<file path="src/hdl/sha_pkg.sv">
// ----------------------------------------------------------------------------
// sha_pkg: shared types and constants of the SHA-256 stream hasher
// Controller states, command bundle, initial hash values and round constants.
// ----------------------------------------------------------------------------
package sha_pkg;

  localparam int unsigned BlockBytes = 64;
  localparam int unsigned LenOffset  = 56;
  localparam int unsigned CntW       = 61;

  typedef enum logic [2:0] {
    ST_IDLE,
    ST_PAD,
    ST_ROUND,
    ST_ADD,
    ST_EMIT
  } state_t;

  typedef enum logic [1:0] {
    SEL_INPUT,
    SEL_PAD80,
    SEL_ZERO,
    SEL_LEN
  } byte_sel_t;

  typedef struct packed {
    logic      push;       // shift one byte into the block register
    byte_sel_t sel;        // source of that byte
    logic [2:0] len_idx;   // length byte, most significant first
    logic      count;      // count one message byte
    logic      load_work;  // copy chaining words into working registers
    logic      round;      // run one compression round
    logic [5:0] rnd;       // round number
    logic      add;        // fold working registers into chaining words
    logic      init;       // restart for a new message
    logic [2:0] emit_idx;  // digest word on the output
  } cmd_t;

  localparam logic [7:0][31:0] InitH = {
    32'h5be0cd19, 32'h1f83d9ab, 32'h9b05688c, 32'h510e527f,
    32'ha54ff53a, 32'h3c6ef372, 32'hbb67ae85, 32'h6a09e667
  };

  localparam logic [63:0][31:0] RoundK = {
    32'hc67178f2, 32'hbef9a3f7, 32'ha4506ceb, 32'h90befffa,
    32'h8cc70208, 32'h84c87814, 32'h78a5636f, 32'h748f82ee,
    32'h682e6ff3, 32'h5b9cca4f, 32'h4ed8aa4a, 32'h391c0cb3,
    32'h34b0bcb5, 32'h2748774c, 32'h1e376c08, 32'h19a4c116,
    32'h106aa070, 32'hf40e3585, 32'hd6990624, 32'hd192e819,
    32'hc76c51a3, 32'hc24b8b70, 32'ha81a664b, 32'ha2bfe8a1,
    32'h92722c85, 32'h81c2c92e, 32'h766a0abb, 32'h650a7354,
    32'h53380d13, 32'h4d2c6dfc, 32'h2e1b2138, 32'h27b70a85,
    32'h14292967, 32'h06ca6351, 32'hd5a79147, 32'hc6e00bf3,
    32'hbf597fc7, 32'hb00327c8, 32'ha831c66d, 32'h983e5152,
    32'h76f988da, 32'h5cb0a9dc, 32'h4a7484aa, 32'h2de92c6f,
    32'h240ca1cc, 32'h0fc19dc6, 32'hefbe4786, 32'he49b69c1,
    32'hc19bf174, 32'h9bdc06a7, 32'h80deb1fe, 32'h72be5d74,
    32'h550c7dc3, 32'h243185be, 32'h12835b01, 32'hd807aa98,
    32'hab1c5ed5, 32'h923f82a4, 32'h59f111f1, 32'h3956c25b,
    32'he9b5dba5, 32'hb5c0fbcf, 32'h71374491, 32'h428a2f98
  };

  function automatic logic [31:0] rotr(input logic [31:0] v, input int unsigned n);
    rotr = (v >> n) | (v << (32 - n));
  endfunction

endpackage

</file>
<file path="src/hdl/sha_if.sv">
// ----------------------------------------------------------------------------
// sha_in_if / sha_out_if: valid/ready channels of the hasher
// Message byte channel and digest word channel.
// ----------------------------------------------------------------------------
interface sha_in_if;
  logic       valid;
  logic       ready;
  logic [7:0] data_byte;
  logic       byte_present;
  logic       end_of_message;

  modport source (output valid, data_byte, byte_present, end_of_message, input ready);
  modport sink (input valid, data_byte, byte_present, end_of_message, output ready);
endinterface

interface sha_out_if;
  logic        valid;
  logic        ready;
  logic [31:0] digest_word;
  logic [2:0]  word_index;
  logic        last_word;

  modport source (output valid, digest_word, word_index, last_word, input ready);
  modport sink (input valid, digest_word, word_index, last_word, output ready);
endinterface

</file>
<file path="src/hdl/sha_ctrl.sv">
// ----------------------------------------------------------------------------
// sha_ctrl: sequencer of the SHA-256 hasher
// Tracks block fill, padding progress, rounds and digest output.
// ----------------------------------------------------------------------------
module sha_ctrl (
  input  logic          clk,
  input  logic          rst_n,
  input  logic          in_valid,
  output logic          in_ready,
  input  logic          in_byte_present,
  input  logic          in_end_of_message,
  output logic          out_valid,
  input  logic          out_ready,
  output sha_pkg::cmd_t cmd
);

  sha_pkg::state_t state_r, state_nxt;
  logic [5:0] fill_r, fill_nxt;
  logic [5:0] rnd_r, rnd_nxt;
  logic       ending_r, ending_nxt;
  logic       sent80_r, sent80_nxt;
  logic [3:0] len_r, len_nxt;
  logic [2:0] emit_r, emit_nxt;

  // state and counters
  always_ff @(posedge clk) begin
    if (!rst_n) begin
      state_r  <= sha_pkg::ST_IDLE;
      fill_r   <= '0;
      rnd_r    <= '0;
      ending_r <= 1'b0;
      sent80_r <= 1'b0;
      len_r    <= '0;
      emit_r   <= '0;
    end else begin
      state_r  <= state_nxt;
      fill_r   <= fill_nxt;
      rnd_r    <= rnd_nxt;
      ending_r <= ending_nxt;
      sent80_r <= sent80_nxt;
      len_r    <= len_nxt;
      emit_r   <= emit_nxt;
    end
  end

  // next state and commands
  always_comb begin
    state_nxt  = state_r;
    fill_nxt   = fill_r;
    rnd_nxt    = rnd_r;
    ending_nxt = ending_r;
    sent80_nxt = sent80_r;
    len_nxt    = len_r;
    emit_nxt   = emit_r;
    cmd        = '0;
    cmd.sel    = sha_pkg::SEL_INPUT;
    cmd.len_idx = len_r[2:0];
    cmd.rnd    = rnd_r;
    cmd.emit_idx = emit_r;
    in_ready   = 1'b0;
    out_valid  = 1'b0;
    unique case (state_r)
      sha_pkg::ST_IDLE: begin
        in_ready = 1'b1;
        if (in_valid) begin
          ending_nxt = in_end_of_message;
          if (in_byte_present) begin
            cmd.push  = 1'b1;
            cmd.count = 1'b1;
            fill_nxt  = fill_r + 6'd1;
          end
          if (in_byte_present && fill_r == 6'(sha_pkg::BlockBytes - 1)) begin
            cmd.load_work = 1'b1;
            rnd_nxt   = '0;
            state_nxt = sha_pkg::ST_ROUND;
          end else if (in_end_of_message) begin
            state_nxt = sha_pkg::ST_PAD;
          end
        end
      end
      sha_pkg::ST_PAD: begin
        cmd.push = 1'b1;
        if (!sent80_r) begin
          cmd.sel    = sha_pkg::SEL_PAD80;
          sent80_nxt = 1'b1;
        end else if (len_r == 4'd0 && fill_r != 6'(sha_pkg::LenOffset)) begin
          cmd.sel = sha_pkg::SEL_ZERO;
        end else begin
          cmd.sel = sha_pkg::SEL_LEN;
          len_nxt = len_r + 4'd1;
        end
        fill_nxt = fill_r + 6'd1;
        if (fill_r == 6'(sha_pkg::BlockBytes - 1)) begin
          cmd.load_work = 1'b1;
          rnd_nxt   = '0;
          state_nxt = sha_pkg::ST_ROUND;
        end
      end
      sha_pkg::ST_ROUND: begin
        cmd.round = 1'b1;
        rnd_nxt   = rnd_r + 6'd1;
        if (rnd_r == 6'd63) begin
          state_nxt = sha_pkg::ST_ADD;
        end
      end
      sha_pkg::ST_ADD: begin
        cmd.add = 1'b1;
        if (!ending_r) begin
          state_nxt = sha_pkg::ST_IDLE;
        end else if (len_r == 4'd8) begin
          emit_nxt  = '0;
          state_nxt = sha_pkg::ST_EMIT;
        end else begin
          state_nxt = sha_pkg::ST_PAD;
        end
      end
      sha_pkg::ST_EMIT: begin
        out_valid = 1'b1;
        if (out_ready) begin
          emit_nxt = emit_r + 3'd1;
          if (emit_r == 3'd7) begin
            cmd.init   = 1'b1;
            fill_nxt   = '0;
            ending_nxt = 1'b0;
            sent80_nxt = 1'b0;
            len_nxt    = '0;
            state_nxt  = sha_pkg::ST_IDLE;
          end
        end
      end
      default: state_nxt = sha_pkg::ST_IDLE;
    endcase
  end

endmodule

</file>
<file path="src/hdl/sha_dp.sv">
// ----------------------------------------------------------------------------
// sha_dp: datapath of the SHA-256 hasher
// Block shift register with message schedule, round unit, chaining words.
// ----------------------------------------------------------------------------
module sha_dp (
  input  logic          clk,
  input  logic          rst_n,
  input  sha_pkg::cmd_t cmd,
  input  logic [7:0]    in_data_byte,
  output logic [31:0]   out_digest_word
);

  logic [511:0]           blk_r;
  logic [7:0][31:0]       hash_r;
  logic [7:0][31:0]       work_r;
  logic [sha_pkg::CntW-1:0] count_r;
  logic [63:0]            bits;
  logic [7:0]             push_byte;
  logic [31:0]            w0, w1, w9, w14, w_new, s0, s1;
  logic [31:0]            a, b, c, d, e, f, g, h;
  logic [31:0]            t1, t2, big0, big1, ch, maj;

  assign bits = {count_r, 3'b000};

  // pick the byte to shift in
  always_comb begin
    unique case (cmd.sel)
      sha_pkg::SEL_INPUT: push_byte = in_data_byte;
      sha_pkg::SEL_PAD80: push_byte = 8'h80;
      sha_pkg::SEL_ZERO:  push_byte = 8'h00;
      sha_pkg::SEL_LEN:   push_byte = bits[8*(7 - cmd.len_idx) +: 8];
      default:            push_byte = 8'h00;
    endcase
  end

  // message schedule from the window of sixteen words
  assign w0  = blk_r[511:480];
  assign w1  = blk_r[479:448];
  assign w9  = blk_r[223:192];
  assign w14 = blk_r[63:32];
  assign s0  = sha_pkg::rotr(w1, 7) ^ sha_pkg::rotr(w1, 18) ^ (w1 >> 3);
  assign s1  = sha_pkg::rotr(w14, 17) ^ sha_pkg::rotr(w14, 19) ^ (w14 >> 10);
  assign w_new = w0 + s0 + w9 + s1;

  // one compression round
  assign {h, g, f, e, d, c, b, a} = work_r;
  assign big1 = sha_pkg::rotr(e, 6) ^ sha_pkg::rotr(e, 11) ^ sha_pkg::rotr(e, 25);
  assign ch   = (e & f) ^ (~e & g);
  assign t1   = h + big1 + ch + sha_pkg::RoundK[cmd.rnd] + w0;
  assign big0 = sha_pkg::rotr(a, 2) ^ sha_pkg::rotr(a, 13) ^ sha_pkg::rotr(a, 22);
  assign maj  = (a & b) ^ (a & c) ^ (b & c);
  assign t2   = big0 + maj;

  // block register: shift bytes in, shift schedule words during rounds
  always_ff @(posedge clk) begin
    if (cmd.push) begin
      blk_r <= {blk_r[503:0], push_byte};
    end else if (cmd.round) begin
      blk_r <= {blk_r[479:0], w_new};
    end
  end

  // working registers
  always_ff @(posedge clk) begin
    if (cmd.load_work) begin
      work_r <= hash_r;
    end else if (cmd.round) begin
      work_r <= {g, f, e, d + t1, c, b, a, t1 + t2};
    end
  end

  // chaining words and byte count
  always_ff @(posedge clk) begin
    if (!rst_n || cmd.init) begin
      hash_r  <= sha_pkg::InitH;
      count_r <= '0;
    end else begin
      if (cmd.add) begin
        for (int i = 0; i < 8; i++) begin
          hash_r[i] <= hash_r[i] + work_r[i];
        end
      end
      if (cmd.count) begin
        count_r <= count_r + 1'b1;
      end
    end
  end

  assign out_digest_word = hash_r[cmd.emit_idx];

endmodule

</file>
<file path="src/hdl/sha256_stream_hasher.sv">
// ----------------------------------------------------------------------------
// sha256_stream_hasher: SHA-256 over a byte stream
// Hashes one message byte per transfer and returns the eight digest words.
//
//   channel   dir  payload                                   transfer when
//   in_ch     in   data_byte, byte_present, end_of_message   valid & ready
//   out_ch    out  digest_word, word_index, last_word        valid & ready
//
// The 64th byte of a block starts the compression rounds and the fold, during
// which in_ch is not ready. End of message pads one byte per cycle (up to 72
// bytes over at most two blocks, each block again followed by the rounds and
// the fold), then offers the eight digest words, one per cycle while out_ch
// is ready; in_ch stays not ready until the last word transfers.
// Reset is synchronous on rst_n; a stalled out_ch holds the current word.
// ----------------------------------------------------------------------------
module sha256_stream_hasher (
  input  logic clk,
  input  logic rst_n,
  sha_in_if.sink    in_ch,
  sha_out_if.source out_ch
);

  sha_pkg::cmd_t cmd;

  // sequencer
  sha_ctrl u_ctrl (
    .clk               (clk),
    .rst_n             (rst_n),
    .in_valid          (in_ch.valid),
    .in_ready          (in_ch.ready),
    .in_byte_present   (in_ch.byte_present),
    .in_end_of_message (in_ch.end_of_message),
    .out_valid         (out_ch.valid),
    .out_ready         (out_ch.ready),
    .cmd               (cmd)
  );

  // datapath
  sha_dp u_dp (
    .clk             (clk),
    .rst_n           (rst_n),
    .cmd             (cmd),
    .in_data_byte    (in_ch.data_byte),
    .out_digest_word (out_ch.digest_word)
  );

  assign out_ch.word_index = cmd.emit_idx;
  assign out_ch.last_word  = (cmd.emit_idx == 3'd7);

endmodule

</file>
<file path="src/flat_wrapper.sv">
// flat-port wrapper written by rule: the top's interface ports become plain ports
module sha256_stream_hasher_flat 
  (clk, rst_n, in_ch_valid, in_ch_data_byte, in_ch_byte_present, in_ch_end_of_message, in_ch_ready, out_ch_valid, out_ch_digest_word, out_ch_word_index, out_ch_last_word, out_ch_ready);
  sha_in_if in_ch_i ();
  sha_out_if out_ch_i ();
  input  logic clk;
  input  logic rst_n;
  input wire logic [$bits(in_ch_i.valid)-1:0] in_ch_valid;
  input wire logic [$bits(in_ch_i.data_byte)-1:0] in_ch_data_byte;
  input wire logic [$bits(in_ch_i.byte_present)-1:0] in_ch_byte_present;
  input wire logic [$bits(in_ch_i.end_of_message)-1:0] in_ch_end_of_message;
  output wire logic [$bits(in_ch_i.ready)-1:0] in_ch_ready;
  output wire logic [$bits(out_ch_i.valid)-1:0] out_ch_valid;
  output wire logic [$bits(out_ch_i.digest_word)-1:0] out_ch_digest_word;
  output wire logic [$bits(out_ch_i.word_index)-1:0] out_ch_word_index;
  output wire logic [$bits(out_ch_i.last_word)-1:0] out_ch_last_word;
  input wire logic [$bits(out_ch_i.ready)-1:0] out_ch_ready;
  assign in_ch_i.valid = in_ch_valid;
  assign in_ch_i.data_byte = in_ch_data_byte;
  assign in_ch_i.byte_present = in_ch_byte_present;
  assign in_ch_i.end_of_message = in_ch_end_of_message;
  assign in_ch_ready = in_ch_i.ready;
  assign out_ch_valid = out_ch_i.valid;
  assign out_ch_digest_word = out_ch_i.digest_word;
  assign out_ch_word_index = out_ch_i.word_index;
  assign out_ch_last_word = out_ch_i.last_word;
  assign out_ch_i.ready = out_ch_ready;
  sha256_stream_hasher u_core (.clk(clk), .rst_n(rst_n), .in_ch(in_ch_i), .out_ch(out_ch_i));
endmodule
</file>
<file path="config.mk">
export PLATFORM = sky130hd
export DESIGN_NAME = sha256_stream_hasher_flat
export DESIGN_NICKNAME = d
export VERILOG_FILES = /design/src/hdl/sha_pkg.sv /design/src/hdl/sha_if.sv /design/src/hdl/sha_ctrl.sv /design/src/hdl/sha_dp.sv /design/src/hdl/sha256_stream_hasher.sv /design/src/flat_wrapper.sv
export SDC_FILE = /design/constraint.sdc
export NUM_CORES = 2
export LEC_CHECK = 0
export ABC_AREA = 1
export BUFFER_PORTS_ARGS = -buffer_cell sky130_fd_sc_hd__buf_4
export CORE_MARGIN = 5
export CORE_UTILIZATION = 35
export DETAILED_ROUTE_END_ITERATION = 10
export HOLD_SLACK_MARGIN = 0.1
export PLACE_DENSITY_LB_ADDON = 0.08
export SLEW_MARGIN = 20
export SYNTH_ARGS = -nofsm -noshare
export SYNTH_HDL_FRONTEND = slang
export SYNTH_HIERARCHICAL = 1
export SYNTH_SLANG_ARGS = --single-unit
</file>
<file path="constraint.sdc">
create_clock -name clk -period 22.4 [get_ports clk]
set_input_delay 6.72 -clock clk [delete_from_list [all_inputs] [get_ports clk]]
set_output_delay 6.72 -clock clk [all_outputs]
set_load 0.05 [all_outputs]
</file>
[Word level (Yosys, flattened, before mapping)]
Memory sizes are Yosys's and may differ from the RTL's. A register that Yosys moved wholly into a read port is not among the register bits.
Index checks and enable logic that the tools add are counted.
W data, S select, Z words.
Operators by class
  shift-type cells: 1
  order comparisons: 2
  bitwise logic cells: 27
  mux-type cells: 61
  reduce and logical (&&, ||, !) cells: 21
  equality and inequality tests: 24
  $add $sub $neg: 24
Operators with widths (count)
  $mux W512: 2
  $add A32 B32 Y32: 18
  $mux W256: 2
  $xor A32 B32 Y32: 9
  $and A32 B32 Y32: 5
  $bmux W32 S3: 1
  $mux W32: 2
  $shiftx A64 B33 Y8: 1
  $add A61 B1 Y61 const B: 1
  $mux W6: 9
  $mux W3: 12
  $pmux W6 S3: 2
  $not A32 Y32: 1
  $or A10 B32 Y32: 1
  $or A13 B32 Y32: 1
  $or A14 B32 Y32: 1
  $or A15 B32 Y32: 1
  $or A19 B32 Y32: 1
  $or A21 B32 Y32: 1
  $or A25 B32 Y32: 1
  $or A26 B32 Y32: 1
  $or A30 B32 Y32: 1
  $or A7 B32 Y32: 1
  $pmux W8 S4: 1
  37 further kinds: 84
Storage, ports and cells
  ROM bits: 2048
  flip-flop bits (word level): 1109
  word-level logic and storage cells: 186
  input bits: 14
  memories kept: 1
Memory list
  (no name shown): words 64, bits a word 32, rd ports 1, clocked after memory_dff 1, wr ports 0, RTL line sha_dp.sv:49  | assign t1 = h + big1 + ch + sha_pkg::RoundK[cmd.rnd] + w0;

[Depth between registers and ports, before layout]
  word-level depth: 10
  depth in mapped cells: 45
  gate-level depth less buffers: 45

[By module]
The synthesis kept the hierarchy.
Modules (own cells, without submodules)
  sha_dp: sequential area each 29408.2 um^2, area each 79946.7 um^2, cells an instance 10872, instances 1
  sha_ctrl: sequential area each 480.5 um^2, area each 1522.7 um^2, cells an instance 219, instances 1
  sha256_stream_hasher: sequential area each 0.0 um^2, area each 13.8 um^2, cells an instance 3, instances 1

[Worst setup path before layout]
OpenSTA, ideal clock, no wires.
  kind: input to register
  start: input in_ch_byte_present
  end: register u_core.u_dp.blk_r[0], enable pin
  stages: 7
  setup slack: 2709 ps
  data arrival time: 16064 ps
  data required time: 18772 ps
  path through: nand3_2 nand2_1 clkbuf_1 inv_2 clkbuf_1 clkbuf_1 nand2_1
RTL lines
  start: declaration: RTL line flat_wrapper.sv:10  | input wire logic [$bits(in_ch_i.byte_present)-1:0] in_ch_byte_present;
  end signal: assignment: RTL line sha_dp.sv:57  | blk_r <= {blk_r[503:0], push_byte};
  end signal: assignment: RTL line sha_dp.sv:59  | blk_r <= {blk_r[479:0], w_new};
  end: declaration: RTL line sha_dp.sv:13  | logic [511:0] blk_r;

[Worst setup path in the final report]
  start: register u_core.u_ctrl.emit_r[0]
  end: output out_ch_digest_word[2]
Between the ends
  word-level cells in the longest chain between the ends: 2
RTL lines
  start: declaration: RTL line sha_ctrl.sv:23  | logic [2:0] emit_r, emit_nxt;
  start signal: assignment: RTL line sha_ctrl.sv:42  | emit_r <= emit_nxt;
  $bmux W32 S3: RTL line sha_dp.sv:89  | assign out_digest_word = hash_r[cmd.emit_idx];
  $mux W32 (not written as such): RTL line sha_dp.sv:89
  end: declaration: RTL line flat_wrapper.sv:14  | output wire logic [$bits(out_ch_i.digest_word)-1:0] out_ch_digest_word;
Every way passes these cells. The select of a mux whose other input is x is not followed.

==> reports/summary.txt <==
Status - complete, no violations
Top delay family on crit path - buffers and inverters
Via count - 77290
Layout Nets - 11519
Slew Limit Fails - 0
Largest family of logic cells by synthesized area - simple AND/OR/NAND/NOR gates
Warnings from Yosys - 6
Post-DR wirelength/cell - 25.87 µm
# port buffers - 51
Max-cap violations - 0
Clk_skew - 49.15 ps
Part of the cycle the worst path needs - 0.4884
FFs w/ async S/R, synth - 0
WS Path Type - reg2out
DP HPWL - 288.2 mm
Xor/xnor share of the synthesized area - 0.04085
RSZ-0062 raised after global routing - false
Critical Path AT - 4220 ps
Synth unique cells - 68
Area grow syn2layout - 9.629%
Crit-path slowest cell - clkinv_2
First-pass GRT wire length - 517.8 mm
Area after DPL - 84610 µm²
ANT nets after route - 0
Clk pin slew, worst setup/hold paths - 60 ps
Die Height - 492.5 µm
Rel. slew slack - 0.04105
Layout Utilization - 0.3849
CP endpoint kind - primary output
Number of enable flip-flop cells after synthesis - 768
Main flop type after synthesis - edfxtp_1
Hold crit path type - reg2reg
Proportion of layout cells with a drive suffix above 1 - 0.04287
CP Max Fanout - 59
Buf/Inv on CP - 3
Syn_area_per_cell - 7.345 µm²
Post-synthesis sequential area ratio - 0.3668
Vias in the first global route - 71746
Num Clock Sinks - 1109
TritonCTS Buffers - 143
Synth Register Bits - 1109
Synth Area in Simple Gates - 0.2422
Cells after synthesis - 11094
1st-pass router iterations - 8
Final-report setup violation count - 0
Final GP Congestion - 0.9909
Vias per cell - 5.484
Final TNS setup - 0 ps
Mapped Nets - 11700
Largest net degree at the start of global routing - 247
CTS tree - done
Site row count - 177
Mux contribution to synthesized area - 0
WP data required - 15680 ps
CTS Hold Buffers Added - 0
GRT Resource Usage Total - 0.2896
Core box area - 232100 µm²
Post-CTS setup buffer count - 0
Congestion Overflow GR - 0
Ports - 52
Initial DRC count - 9307
Post-synthesis adder-cell area fraction - 0.1089
Total wire length - 364.7 mm
Final Hold Vio Count - 0
DR DRC count - 0
Critical path cell sequence - clkinv_2, buf_4, a21oi_1, o21ai_0, o21ai_0, nor2_1, a31oi_1, buf_4
Htree depth - 4
Synth Area in Compound Gates - 0.1581
CTS Buffer Depth - 3
Worst setup SP type - flop
CTS resizes - 0
Tmin final - 10940 ps
Initial antenna violation count - 35
Worst-Margin Slew - 1438 ps
Chip width - 492.5 µm
Clock latency on the worst-skew pair - 820 ps
Initial Util - 0.3511
Clock root cell - clkbuf_16
Fin area - 89330 µm²
Max incr delay on CP - 750 ps
Fmax - 91.40 MHz
Die ar. - 242600 µm²
Post-Syn Area - 81480 µm²
==> state kept, by name, summed over array words and instances (netlist names) <==
register and flops:
u_core/u_dp/blk_r 512, u_core/u_dp/hash_r 256, u_core/u_dp/count_r 61, u_core/u_dp/a 32, u_core/u_dp/b 32, u_core/u_dp/c 32, u_core/u_dp/d 32, u_core/u_dp/e 32
u_core/u_dp/f 32, u_core/u_dp/g 32, u_core/u_dp/h 32, u_core/u_ctrl/fill_r 6, u_core/u_ctrl/rnd_r 6, u_core/u_ctrl/len_r 4, u_core/u_ctrl/emit_r 3, u_core/u_ctrl/state_r 3
u_core/u_ctrl/ending_r 1, u_core/u_ctrl/sent80_r 1
==> worst paths after layout <==
path | startpoint | endpoint | slack (ps) | cells past startpoint
max | u_core/u_ctrl/emit_r[0] | out_ch_digest_word[2] | 11460 | 8
min | u_core/u_ctrl/ending_r | u_core/u_ctrl/ending_r | 480 | 2
max reg2reg | u_core/u_ctrl/rnd_r[0] | u_core/u_dp/a[31] | 12720 | 42
min reg2reg | u_core/u_ctrl/ending_r | u_core/u_ctrl/ending_r | 480 | 2
==> metrics by stage <==
stage               hold slack, ps  cells  setup slack [ps]
detailed placement           469.5  13811             11610
CTS                          479.3  14076             11560
global placement             466.7  13811             11670
floorplan                    452.0  11094              2709
global route                 523.9  14081             11310
finish                       475.3  14095             11460
==> cells by family (layout without fill, tap and decap cells) <==
group / after synthesis / count (layout)
other: 0 / 19
xor gates and xnor gates: 380 / 380
DFF: 1109 / 1109
and+or+nand+nor: 4821 / 4821
AOI/OAI and AO/OA: 2399 / 2399
adders and majority gates: 592 / 592
buffers and inverters: 1793 / 1732
==> synthesized netlist by cell type (26+ instances only) <==
| cell type | n | area share |
|---|---|---|
| inv_1 | 1329 | 0.061 |
| nor3_1 | 124 | 0.0076 |
| fa_1 | 195 | 0.048 |
| o211ai_1 | 60 | 0.0055 |
| nand3_1 | 464 | 0.028 |
| clkbuf_1 | 397 | 0.018 |
| a31oi_1 | 66 | 0.0051 |
| a21o_1 | 39 | 0.0036 |
| nand3b_1 | 27 | 0.0025 |
| xor2_1 | 219 | 0.024 |
| nand4_1 | 121 | 0.0093 |
| dfxtp_1 | 341 | 0.084 |
| o21ai_0 | 1106 | 0.068 |
| nand2_1 | 3232 | 0.15 |
| edfxtp_1 | 768 | 0.28 |
| or2_2 | 47 | 0.0036 |
| xnor2_1 | 161 | 0.017 |
| a21oi_1 | 937 | 0.058 |
| o21bai_1 | 57 | 0.0053 |
| ha_1 | 397 | 0.061 |
| buf_2 | 26 | 0.0016 |
| nor2_1 | 727 | 0.033 |
==> layer usage <==
metal | routed length (µm) | share of wire | vias to the layer above | GRT usage
met5 | 129 | 0.00035 | - | 0
met4 | 13120 | 0.036 | 20 | 0.09233
met3 | 30870 | 0.085 | 527 | 0.05963
met2 | 157500 | 0.43 | 3091 | 0.4407
met1 | 163000 | 0.45 | 37350 | 0.4114
li1 | - | - | 36302 | -
==> final cells by class <==
class | instances | area (µm²)
antenna | 19 | 47.55
fill | 24792 | 142800
clock buffer | 181 | 3812
tap | 3043 | 3807
timing repair buffer | 124 | 968.4
sequential | 1109 | 29900
clock inverter | 84 | 855.8
inverter | 1343 | 5085
multi-input combinational | 8192 | 44850
==> cell usage in the layout (no fill, tap or decap), types with 124 or more instances in the layout <==
master / Yosys / routed
nand2_1: 3232 / 3229
inv_1: 1329 / 1324
o21ai_0: 1106 / 1103
a21oi_1: 937 / 936
edfxtp_1: 768 / 768
nor2_1: 727 / 726
nand3_1: 464 / 464
ha_1: 397 / 397
dfxtp_1: 341 / 337
xor2_1: 219 / 219
fa_1: 195 / 195
xnor2_1: 161 / 161
clkbuf_16: 0 / 144
nor3_1: 124 / 124
==> worst register-to-register path, delay by kind of cell, from the launching register on <==
kind	cells	cell delay, ps
compound gates	5	1480
xor+xnor	1	670
fa+ha+maj	8	3160
buf+inv	9	1040
flops	1	300
simple gates	19	2800
Power is left out: the tool's default activity adds up to more than one toggle a clock period on the data nets, which glitch-free logic cannot reach.
